==> src/rtl/me_pkg.sv <==
package me_pkg;

   // Configuration register indexes.
   localparam logic [0:0] CSR_MODULUS  = 1'b0;
   localparam logic [0:0] CSR_EXPONENT = 1'b1;

   typedef enum logic [2:0] {
      ST_IDLE,
      ST_REDUCE,
      ST_CHECK,
      ST_MULT,
      ST_DONE
   } state_type;

endpackage

==> src/rtl/me_reduce.sv <==
module me_reduce import me_pkg::*; #(
   parameter int WIDTH = 32
) (
   input  logic             clock,
   input  logic             reset,
   input  logic             start,
   input  logic [WIDTH-1:0] dividend,
   input  logic [WIDTH-1:0] modulus,
   output logic             done,
   output logic [WIDTH-1:0] remainder
);

   localparam int CW = (WIDTH > 1) ? $clog2(WIDTH) : 1;

   logic             busy_ff, busy_in;
   logic             done_ff, done_in;
   logic [CW-1:0]    count_ff, count_in;
   logic [WIDTH-1:0] rem_ff, rem_in;
   logic [WIDTH-1:0] shift_ff, shift_in;
   logic [WIDTH:0]   trial;
   logic [WIDTH:0]   diff;

   // Restoring division: one dividend bit enters the partial remainder per cycle.
   assign trial = {rem_ff, shift_ff[WIDTH-1]};
   assign diff  = trial - {1'b0, modulus};

   always_comb begin
      busy_in  = busy_ff;
      done_in  = 1'b0;
      count_in = count_ff;
      rem_in   = rem_ff;
      shift_in = shift_ff;
      if (start) begin
         busy_in  = 1'b1;
         count_in = '0;
         rem_in   = '0;
         shift_in = dividend;
      end else if (busy_ff) begin
         rem_in   = (trial >= {1'b0, modulus}) ? diff[WIDTH-1:0] : trial[WIDTH-1:0];
         shift_in = {shift_ff[WIDTH-2:0], 1'b0};
         count_in = count_ff + 1'b1;
         if (count_ff == CW'(WIDTH - 1)) begin
            busy_in = 1'b0;
            done_in = 1'b1;
         end
      end
   end

   always_ff @(posedge clock) begin
      if (reset) begin
         busy_ff  <= 1'b0;
         done_ff  <= 1'b0;
         count_ff <= '0;
      end else begin
         busy_ff  <= busy_in;
         done_ff  <= done_in;
         count_ff <= count_in;
      end
      rem_ff   <= rem_in;
      shift_ff <= shift_in;
   end

   assign done      = done_ff;
   assign remainder = rem_ff;

endmodule

==> src/rtl/me_mulmod.sv <==
module me_mulmod import me_pkg::*; #(
   parameter int WIDTH = 32
) (
   input  logic             clock,
   input  logic             reset,
   input  logic             start,
   input  logic [WIDTH-1:0] mcand,
   input  logic [WIDTH-1:0] mplier,
   input  logic [WIDTH-1:0] modulus,
   output logic             done,
   output logic [WIDTH-1:0] product
);

   localparam int CW = (WIDTH > 1) ? $clog2(WIDTH) : 1;

   logic             busy_ff, busy_in;
   logic             done_ff, done_in;
   logic             phase_ff, phase_in;
   logic [CW-1:0]    count_ff, count_in;
   logic [WIDTH-1:0] acc_ff, acc_in;
   logic [WIDTH-1:0] mplier_ff, mplier_in;
   logic [WIDTH-1:0] addend;
   logic [WIDTH:0]   sum;
   logic [WIDTH:0]   diff;
   logic [WIDTH-1:0] sum_mod;

   // Each multiplier bit, MSB first, is handled as a doubling followed by a
   // conditional add of the multiplicand. Both share one modular adder.
   assign addend  = phase_ff ? mcand : acc_ff;
   assign sum     = {1'b0, acc_ff} + {1'b0, addend};
   assign diff    = sum - {1'b0, modulus};
   assign sum_mod = (sum >= {1'b0, modulus}) ? diff[WIDTH-1:0] : sum[WIDTH-1:0];

   always_comb begin
      busy_in   = busy_ff;
      done_in   = 1'b0;
      phase_in  = phase_ff;
      count_in  = count_ff;
      acc_in    = acc_ff;
      mplier_in = mplier_ff;
      if (start) begin
         busy_in   = 1'b1;
         phase_in  = 1'b0;
         count_in  = '0;
         acc_in    = '0;
         mplier_in = mplier;
      end else if (busy_ff) begin
         if (!phase_ff) begin
            acc_in   = sum_mod;
            phase_in = 1'b1;
         end else begin
            if (mplier_ff[WIDTH-1]) begin
               acc_in = sum_mod;
            end
            mplier_in = {mplier_ff[WIDTH-2:0], 1'b0};
            phase_in  = 1'b0;
            count_in  = count_ff + 1'b1;
            if (count_ff == CW'(WIDTH - 1)) begin
               busy_in = 1'b0;
               done_in = 1'b1;
            end
         end
      end
   end

   always_ff @(posedge clock) begin
      if (reset) begin
         busy_ff  <= 1'b0;
         done_ff  <= 1'b0;
         phase_ff <= 1'b0;
         count_ff <= '0;
      end else begin
         busy_ff  <= busy_in;
         done_ff  <= done_in;
         phase_ff <= phase_in;
         count_ff <= count_in;
      end
      acc_ff    <= acc_in;
      mplier_ff <= mplier_in;
   end

   assign done    = done_ff;
   assign product = acc_ff;

endmodule

==> src/rtl/modular_exponentiation.sv <==
// Modular exponentiation: rsp_power_result = req_base_value ^ exponent mod modulus.
// Configuration: write modulus (index 0) and exponent (index 1) through the csr_
// channel while no request is in flight. csr_ready is always high. A write of zero
// to the modulus is ignored. After reset the modulus and the exponent are both 1.
// Requests: a request is taken when req_valid is high and req_stall is low. One
// request is worked on at a time; req_stall stays high until its result has been
// moved into the output register.
// Operation: a bit-serial divider first reduces the base. Each exponent bit up to
// the most significant set bit then takes a square and a multiply, which run side
// by side in two shift-and-add units that handle one multiplier bit at a time.
// The result then goes through ST_DONE into the output register and rsp_valid. A
// zero exponent skips the square and the multiply. A new request is not taken
// before the previous result has been moved into the output register.
// Results: rsp_valid holds the result until rsp_stall is low. While the receiver
// stalls, the next request can be taken and computed; it waits in the last step
// until the output register frees.
// Reset is synchronous and active high; it drops any request in flight.
module modular_exponentiation import me_pkg::*; #(
   parameter int WIDTH = 32
) (
   input  logic             clock,
   input  logic             reset,
   input  logic             req_valid,
   output logic             req_stall,
   input  logic [WIDTH-1:0] req_base_value,
   output logic             rsp_valid,
   input  logic             rsp_stall,
   output logic [WIDTH-1:0] rsp_power_result,
   input  logic             csr_valid,
   output logic             csr_ready,
   input  logic [0:0]       csr_index,
   input  logic [WIDTH-1:0] csr_data
);

   state_type        state_ff, state_in;
   logic [WIDTH-1:0] modulus_ff, modulus_in;
   logic [WIDTH-1:0] exponent_ff, exponent_in;
   logic [WIDTH-1:0] exp_ff, exp_in;
   logic [WIDTH-1:0] base_ff, base_in;
   logic [WIDTH-1:0] res_ff, res_in;
   logic             rsp_valid_ff, rsp_valid_in;
   logic [WIDTH-1:0] rsp_data_ff, rsp_data_in;

   logic             accept;
   logic             red_start;
   logic             mul_start;
   logic             out_load;
   logic             red_done;
   logic [WIDTH-1:0] red_rem;
   logic             sq_done;
   logic [WIDTH-1:0] sq_product;
   logic             mp_done;
   logic [WIDTH-1:0] mp_product;
   logic             out_free;

   assign out_free  = !rsp_valid_ff || !rsp_stall;
   assign accept    = req_valid && !req_stall;
   assign csr_ready = 1'b1;

   me_reduce #(.WIDTH(WIDTH)) u_reduce (
      .clock     (clock),
      .reset     (reset),
      .start     (red_start),
      .dividend  (req_base_value),
      .modulus   (modulus_ff),
      .done      (red_done),
      .remainder (red_rem)
   );

   me_mulmod #(.WIDTH(WIDTH)) u_square (
      .clock   (clock),
      .reset   (reset),
      .start   (mul_start),
      .mcand   (base_ff),
      .mplier  (base_ff),
      .modulus (modulus_ff),
      .done    (sq_done),
      .product (sq_product)
   );

   me_mulmod #(.WIDTH(WIDTH)) u_multiply (
      .clock   (clock),
      .reset   (reset),
      .start   (mul_start),
      .mcand   (res_ff),
      .mplier  (base_ff),
      .modulus (modulus_ff),
      .done    (mp_done),
      .product (mp_product)
   );

   // Next state.
   always_comb begin
      state_in = state_ff;
      case (state_ff)
         ST_IDLE: begin
            if (req_valid) begin
               state_in = ST_REDUCE;
            end
         end
         ST_REDUCE: begin
            if (red_done) begin
               state_in = ST_CHECK;
            end
         end
         ST_CHECK: begin
            state_in = (exp_ff == '0) ? ST_DONE : ST_MULT;
         end
         ST_MULT: begin
            if (sq_done) begin
               state_in = ST_CHECK;
            end
         end
         ST_DONE: begin
            if (out_free) begin
               state_in = ST_IDLE;
            end
         end
         default: begin
            state_in = ST_IDLE;
         end
      endcase
   end

   // Control outputs.
   always_comb begin
      req_stall = 1'b1;
      red_start = 1'b0;
      mul_start = 1'b0;
      out_load  = 1'b0;
      case (state_ff)
         ST_IDLE: begin
            req_stall = 1'b0;
            red_start = req_valid;
         end
         ST_CHECK: begin
            mul_start = (exp_ff != '0);
         end
         ST_DONE: begin
            out_load = out_free;
         end
         default: begin
            req_stall = 1'b1;
         end
      endcase
   end

   // Datapath and configuration.
   always_comb begin
      modulus_in   = modulus_ff;
      exponent_in  = exponent_ff;
      exp_in       = exp_ff;
      base_in      = base_ff;
      res_in       = res_ff;
      rsp_data_in  = rsp_data_ff;
      rsp_valid_in = rsp_valid_ff && rsp_stall;

      if (csr_valid && csr_ready) begin
         case (csr_index)
            CSR_MODULUS: begin
               if (csr_data != '0) begin
                  modulus_in = csr_data;
               end
            end
            CSR_EXPONENT: begin
               exponent_in = csr_data;
            end
            default: begin
               modulus_in = modulus_ff;
            end
         endcase
      end

      if (accept) begin
         exp_in = exponent_ff;
         res_in = WIDTH'(1);
      end
      if (red_done) begin
         base_in = red_rem;
      end
      // Both units finish together; the multiply result is kept only for a set bit.
      if (state_ff == ST_MULT && sq_done) begin
         base_in = sq_product;
         if (exp_ff[0] && mp_done) begin
            res_in = mp_product;
         end
         exp_in = exp_ff >> 1;
      end
      if (out_load) begin
         rsp_valid_in = 1'b1;
         rsp_data_in  = res_ff;
      end
   end

   always_ff @(posedge clock) begin
      if (reset) begin
         state_ff     <= ST_IDLE;
         modulus_ff   <= WIDTH'(1);
         exponent_ff  <= WIDTH'(1);
         rsp_valid_ff <= 1'b0;
      end else begin
         state_ff     <= state_in;
         modulus_ff   <= modulus_in;
         exponent_ff  <= exponent_in;
         rsp_valid_ff <= rsp_valid_in;
      end
      exp_ff      <= exp_in;
      base_ff     <= base_in;
      res_ff      <= res_in;
      rsp_data_ff <= rsp_data_in;
   end

   assign rsp_valid        = rsp_valid_ff;
   assign rsp_power_result = rsp_data_ff;

endmodule
==> config.mk <==
export PLATFORM = sky130hd
export DESIGN_NAME = modular_exponentiation
export DESIGN_NICKNAME = d
export VERILOG_FILES = /design/src/rtl/me_pkg.sv /design/src/rtl/me_reduce.sv /design/src/rtl/me_mulmod.sv /design/src/rtl/modular_exponentiation.sv
export SDC_FILE = /design/constraint.sdc
export NUM_CORES = 1
export LEC_CHECK = 0
export ABC_AREA = 1
export BUFFER_PORTS_ARGS = -buffer_cell sky130_fd_sc_hd__clkbuf_2
export CORE_ASPECT_RATIO = 0.6
export CORE_MARGIN = 2
export CORE_UTILIZATION = 55
export DETAILED_ROUTE_END_ITERATION = 7
export PLACE_DENSITY = 0.8
export RECOVER_POWER = 25
export SYNTH_ARGS = -nofsm -noshare
export SYNTH_HDL_FRONTEND = slang
export SYNTH_HIERARCHICAL = 1
export SYNTH_SLANG_ARGS = --single-unit
==> constraint.sdc <==
create_clock -name clock -period 10.4 [get_ports clock]
set_input_delay 0 -clock clock [delete_from_list [all_inputs] [get_ports clock]]
set_output_delay 0 -clock clock [all_outputs]
set_load 0.03 [all_outputs]
==> results.json <==
{
  "grt-ovfl-total": 0,
  "dpl.cell_count": 5805,
  "p_seq_share_pct": 18.9,
  "antenna_found_initial": 2,
  "stdcell_count": 5957,
  "placementRows": 67,
  "cp_data_arrival_time_ps": 8240,
  "cts_sinks": 411,
  "power_frac_comb_pct": 69.6,
  "p_leak_nw": 18.60,
  "violations": "DRC, capacitance limit, slew limit",
  "clock-root-buffer": "clkbuf_16",
  "crit_path_end_kind": "flip-flop",
  "core-area_um2": 56080,
  "drive_above_1_share_pct": 5.851,
  "worst-setup-path-type": "flip-flop to flip-flop",
  "cts_tree": "yes",
  "critPathTopFamily": "simple AND/OR/NAND/NOR gates",
  "max_cap_violations": 5,
  "switching_power_mw": 7.257,
  "cpPeakStageDelay_ps": 1330,
  "yosysWarnings": 6,
  "clk_pin_slew_worst_paths_ps": 70,
  "cts_buffer_depth": 3,
  "maxSlewViolCount": 268,
  "critical_path_peak_fanout": 35,
  "ir_worst_vdd_mv": 0.2402,
  "grt_usage_pct": 35.69,
  "rsz0062_at_grt": "no",
  "power_switching_share_pct": 55.58,
  "vias": 31750,
  "critPathSlowestCell": "clkinv_1",
  "path_buf_inv": 4,
  "pin_count": 105,
  "required_ps": 10850,
  "synthArstFlopShare_pct": 0,
  "path_depth": 26,
  "grt_pass1_wl_um": 161900,
  "route.detailed.drc": 14,
  "fmax_mhz": 128.3,
  "pwr-share-clk_pct": 11.6,
  "io_buffers": 103,
  "antenna_left": 0,
  "synth_edf_count": 191,
  "initial_core_util_pct": 55.85,
  "yosysSeqAreaShare_pct": 32.37,
  "gp_congestion": 1.078,
  "cts_buffers": 41,
  "r2r_cells": 26,
  "syn_inst": 5045,
  "dr.first_iter.drc_count": 4487,
  "htreeDepth": 2,
  "wirelength_um": 107500,
  "grt_max_degree": 81,
  "synth_nets": 5286,
  "cp-start-kind": "flip-flop",
  "whs_path_depth": 7,
  "outcome": "complete, but fails checks",
  "clk_latency_ps": 590,
  "synth.avg_cell_area_um2": 6.208,
  "synth-seq-cells": 411,
  "die_h_um": 188.8,
  "finClkSkew_ps": 22.81,
  "powerDensity_nw_per_um2": 380.2,
  "die_x_um": 312.1,
  "hold_viol": 0,
  "wl_per_cell_um": 18.05,
  "period_share_pct": 74.96,
  "grt_pass1_vias": 27430,
  "postCtsSetupRepairBufs": 0,
  "cp_common_cell": "nand2_1",
  "ys_types": 45,
  "area_growth_pct": 9.652,
  "syn_area_um2": 31320,
  "via_per_inst": 5.331,
  "dieArea_um2": 58930,
  "max-slew-margin-rel_pct": -151.6,
  "setup_viol": 0,
  "drtPass1Iterations": 8,
  "hp-class": "input port to flip-flop",
  "worstMarginPinSlew_ps": 3773,
  "finalCriticalPeriod_ps": 7796,
  "setup_tns_ps": 0,
  "ys.flop_type": "dfxtp_1",
  "p_int_mw": 5.800,
  "num-nets-final": 5406,
  "dpl.hpwl_um": 84260
}
## sequential cells by signal, indices dropped and copies added (netlist names), 5 cells and up
name                  count
modulus_ff               32
u_square/count_ff         5
u_multiply/product       32
exponent_ff              32
base_ff                  32
u_square/product         32
u_reduce/shift_ff        32
exp_ff                   32
rsp_power_result         32
u_square/mplier_ff       32
u_multiply/mplier_ff     32
u_reduce/count_ff         5
u_multiply/count_ff       5
u_reduce/remainder       32
res_ff                   32
## synthesized netlist by cell type, types with 4 or more instances
cell / count / area share [%]
o21ai_1: 13 / 0.21
clkbuf_1: 70 / 0.84
nor2_1: 337 / 4.0
nand2_1: 2164 / 26
nor2_2: 22 / 0.44
a21oi_2: 21 / 0.59
a21oi_1: 189 / 3.0
nand3_2: 25 / 0.80
ha_1: 166 / 6.6
inv_1: 875 / 10
xor2_1: 40 / 1.1
clkinv_1: 6 / 0.072
buf_1: 5 / 0.060
edfxtp_1: 191 / 18
fa_1: 5 / 0.32
and2_1: 11 / 0.22
o21ai_0: 71 / 1.1
nor3_1: 34 / 0.54
o21a_1: 7 / 0.17
xnor2_1: 35 / 0.98
dfxtp_1: 220 / 14
nand2_4: 4 / 0.14
nand3b_1: 18 / 0.43
nand4_1: 46 / 0.92
inv_2: 20 / 0.24
buf_4: 5 / 0.12
buf_6: 17 / 0.61
nand3_1: 316 / 5.0
nand2_2: 39 / 0.78
buf_2: 27 / 0.43
nor2_4: 10 / 0.36
o21bai_1: 18 / 0.43
## cell type report
class	count	area (um^2)
tap	759	949.7
timing repair buffer	202	1386
multi-input combinational	3608	17150
clock buffer	57	1166
sequential	411	10140
antenna	2	5.005
inverter	901	3385
fill	5421	21740
clock inverter	17	161.4
## metrics by stage
stage	util (%)	worst slack (ps)	hold WS (ps)	total power [mW]	cell area, um^2
after detailed placement	57.63	3020	263.4	11.13	32320
after global placement	57.63	3185	255.8	11.05	32320
final	61.24	2604	95.58	13.06	34340
after global routing	61.23	2010	126.6	14.14	34340
after CTS	61.35	2985	53.56	12.70	34410
after floorplan	-	6718	69.07	9.030	31320
## power groups by stage
stage          clock network, mW  registers [mW]  logic, mW
4_1_cts                     1.52            2.45       8.72
3_3_place_gp                   0            2.47       8.58
3_5_place_dp                   0            2.48       8.65
2_1_floorplan                  0            2.36       6.67
5_1_grt                     1.59            2.50       10.1
6_report                    1.51            2.46       9.09
## per-layer routing
layer  vias up  global-route usage [%]  routed length [um]
met3       100                   14.70               17220
li1      15690                       -                   -
met5         -                   1.542                 124
met1     14300                   57.56               51630
met2      1657                   42.89               37210
met4         2                   5.030                1322
## worst min-delay path, stage by stage
cell	delay (ps)
clkbuf_2	90
inv_1	60
nor2_2	30
buf_4	230
nand2_1	110
nand2_1	50
nand3_1	50
## kinds of logic (layout without fill, tap and decap cells)
kind of cell | after synthesis | after routing | share of synthesized area [%]
compound gates | 324 | 324 | 5.669
xor+xnor | 75 | 75 | 2.097
fa+ha+maj | 171 | 171 | 6.951
buf+inv | 1026 | 1177 | 12.91
flops | 411 | 411 | 32.37
other cells | 1 | 3 | 0.01197
simple gates | 3037 | 3037 | 39.99
## path summary, 6_finish.rpt
kind / endpoint / startpoint / slack, ps
worst max-delay path: u_multiply/product[18] / u_multiply/phase_ff / 2600
worst min-delay path: modulus_ff[0] / csr_valid / 100
worst max register to register: u_multiply/product[18] / u_multiply/phase_ff / 2600
worst min register to register: u_reduce/count_ff[3] / u_reduce/count_ff[3] / 450
## cells in the final DEF (no fill, tap or decap), types with 20 or more instances in the layout
cell / synthesis / routed
xor2_1: 40 / 40
a21oi_2: 21 / 21
ha_1: 166 / 166
inv_1: 875 / 873
clkbuf_16: 0 / 41
nand3_1: 316 / 316
dfxtp_1: 220 / 220
nand3_2: 25 / 25
nand2_1: 2164 / 2164
nor2_2: 22 / 24
dlygate4sd3_1: 0 / 76
nand2_2: 39 / 39
o21ai_0: 71 / 71
nor2_1: 337 / 335
nand4_1: 46 / 46
inv_2: 20 / 20
xnor2_1: 35 / 35
clkbuf_2: 0 / 68
edfxtp_1: 191 / 191
nor3_1: 34 / 34
clkbuf_1: 70 / 48
a21oi_1: 189 / 189
## timing repair
action | CTS | global route
hold buffers | 76 | 0
endpoints found under the setup margin | 0 | 0
hold endpoints to repair | 106 | 0
gates resized for setup | 0 | 0
Note: power is estimated with default switching activity, not from simulation.
